===== src/rtl/core/lpl_mul.sv =====
// ----------------------------------------------------------------------------
// Shared multiplier
// Unsigned 32 x 32 multiply with a registered 64-bit product.
// ----------------------------------------------------------------------------
module lpl_mul (
    input  logic        i_clk,
    input  logic [31:0] i_a,
    input  logic [31:0] i_b,
    output logic [63:0] o_p
);
    logic [63:0] r_p;

    always_ff @(posedge i_clk) begin
        r_p <= 64'(i_a) * 64'(i_b);
    end

    assign o_p = r_p;
endmodule


===== config.mk =====
export PLATFORM = sky130hd
export DESIGN_NAME = lpl_mul
export DESIGN_NICKNAME = d
export VERILOG_FILES = /design/src/rtl/core/lpl_mul.sv
export SDC_FILE = /design/constraint.sdc
export NUM_CORES = 2
export LEC_CHECK = 0
export BUFFER_PORTS_ARGS = -buffer_cell sky130_fd_sc_hd__buf_4
export CELL_PAD_IN_SITES_DETAIL_PLACEMENT = 0
export CELL_PAD_IN_SITES_GLOBAL_PLACEMENT = 1
export CORE_MARGIN = 10
export CORE_UTILIZATION = 28
export DETAILED_ROUTE_END_ITERATION = 7
export HOLD_SLACK_MARGIN = 0.12
export PLACE_DENSITY_LB_ADDON = 0.1
export SLEW_MARGIN = 20
export SYNTH_ARGS = -nofsm -noshare
export SYNTH_HDL_FRONTEND = slang
export SYNTH_SLANG_ARGS = --single-unit

===== constraint.sdc =====
create_clock -name i_clk -period 19.1 [get_ports i_clk]
set_input_delay 0 -clock i_clk [delete_from_list [all_inputs] [get_ports i_clk]]
set_output_delay 0 -clock i_clk [all_outputs]
set_load 0.03 [all_outputs]

==> results by group <==
Timing
  • Fmax: 131 MHz
  • Crit share post-route: 0.400
  • Slew @ Worst Pin: 755 ps
  • Unrepaired setup endpoints after global routing: false
  • Slew Viols, Final: 0
  • Slew HR: 0.494
  • Total negative setup slack: 0 ps
  • Final min period: 7640 ps
  • Setup violators final: 0
  • Hold Violations, Final: 0

Critical path
  • Crit path DAT: slightly below 8000 ps
  • Req. time, crit path: 19390 ps
  • Crit Path Max Fanout: 32
  • Critical path startpoint category: primary input
  • CP Capture Type: flop
  • Setup crit start: i_b[9]
  • Setup CP Type: in2reg

Synthesis
  • Synth Instances: 3748
  • Yosys warns: 0
  • Number of synthesized flops with an enable pin: 0
  • Primary FF master, synth: dfxtp_1
  • Synth async-reset ratio: 0
  • Synth Cell Area: 0.0347 mm2
  • Syn avg cell area: 9.25 um2
  • Mapped Nets: just under 5000
  • Synth Register Bits: 64
  • Register area share after synthesis: 0.0369
  • Distinct cells, synth: 57

Min path
  • Hold path startpoint: i_b[0]
  • HP Class: in2reg

Clock tree
  • CTS tree: done
  • Hold buffer count at cts: 0
  • Clock Pin Slew Worst Setup and Hold Paths: 60 ps
  • Clock sink total: 64
  • Post-cts gate resize count: 0
  • Clock H-tree levels: 3
  • Clk buf depth: 2
  • Root Driver: clkbuf_16
  • CTS buffer count: 9
  • Post-CTS Setup Bufs: 0

Detailed routing
  • Routed WL per cell: roughly 22 um
  • DR pass1 iterations: 5
  • Vias per cell: 4.49
  • Initial DRC count: about 880
  • Drt drc: 0
  • Final WL: about 120 mm
  • Vias: 23847
  • Post-detailed-route count of antenna-violating nets: 0

Global route
  • Total global routing overflow: 0
  • Initial antenna violation count: 4
  • Total Routing Usage GR: 0.172
  • Maximum number of pins on one net before global-route repair: 33
  • Vias in the first global route: ~27000
  • Global-route wire length before repair: 177 mm

Cells and area
  • Area grow syn2layout: 7.18%
  • Max reg flops: 64
  • Leading cell type in the layout, fill and taps excluded: fa_1
  • Most frequent cells in the layout: 896 x fa_1, 865 x inv_1, 602 x and2_1, 480 x nand2_1, 263 x ha_1
  • Layout cell share with drive strength beyond 1: 0.0438
  • Total Nets Final: 4892

Floorplanning
  • Num rows: ~130
  • Initial Utilization: 0.281
  • # IOs: 129
  • Core Region: 0.123 mm2
  • Die height: 372 um
  • Full die area: 0.138 mm2
  • Die width: approximately 370 um

Placed design
  • Port Buffers: 128
  • DP HPWL: 94.2 mm
  • GPL Wtd Cong: 0.779

Run
  • MaxCap Viol Count: 0

Outcome
  • Status: completed
-- worst paths after layout --
path	endpoint	slack [ps]	depth (start not counted)
setup / recovery	o_p[62]	11460	25
hold / removal	o_p[0]	160	2
-- final cells by class --
type,instances,area [um2]
Fill cell,13296,86100
Multi-Input combinational cell,2599,29300
Inverter,865,3250
Tap cell,1637,2050
Sequential cell,64,1280
Timing Repair Buffer,129,968
Clock buffer,10,229
Clock inverter,6,68.8
Antenna cell,4,10.0
-- metal layers --
metal	GRT usage	routed length, um
met1	0.204	46600
met2	0.332	64200
met3	0.0138	2370
met4	0.0363	2660
met5	0	7
-- cell usage after synthesis, drive strengths merged (7+ instances only) --
cell type | number | area, um2
fa | 896 | 17900
buf | 7 | 33.8
a21oi | 66 | 342
o21a | 9 | 67.6
nor2 | 20 | 75.1
ha | 263 | 3290
xnor2 | 35 | 307
inv | 865 | 3250
clkbuf | 213 | 800
nand4 | 23 | 144
o21ai | 26 | 130
o21bai | 11 | 86.3
nand3 | 10 | 50.1
a21o | 40 | 300
dfxtp | 64 | 1280
a31oi | 12 | 75.1
xor2 | 25 | 219
and2 | 602 | 3770
nor3 | 7 | 35.0
nand2 | 480 | 1800
and3 | 14 | 87.6
-- cell families after synthesis --
kind of cell               count (synthesis)  share of synthesized area
buffers and inverters                   1085                      0.118
DFF                                       64                     0.0369
muxes                                      1                   0.000289
xor gates and xnor gates                  60                     0.0152
AOI/OAI and AO/OA                        202                     0.0415
and+or+nand+nor                         1177                      0.176
adders and majority gates               1159                      0.612
-- worst max-delay path: stages --
cell and delay, ps:
buf_4 400, and2_1 230, fa_1 440, fa_1 570, inv_1 60, fa_1 550, inv_1 60, fa_1 490
inv_1 50, fa_1 400, inv_1 80, fa_1 440, fa_1 520, inv_1 60, fa_1 520, inv_1 50
ha_1 440, nand4_1 260, or4_1 480, or3_1 380, a31oi_1 650, a31o_2 300, a211oi_1 120, o21ai_1 170
xor2_1 160
-- per-stage QoR --
stage                     utilization  hold slack (ps)  instances  cell area [um2]  setup WS (ps)
after global routing            0.301              149       5311            37200          11200
after floorplan                     -              127       3748            34700          12350
after CTS                       0.301              141       5310            37200          11540
after global placement          0.299              430       5294            36900          11220
final                           0.301              158       5314            37200          11460
after detailed placement        0.299              430       5294            36900          11160
Power is not shown: default switching activity piles up to over one toggle a cycle in this logic, so the estimate is an artifact.
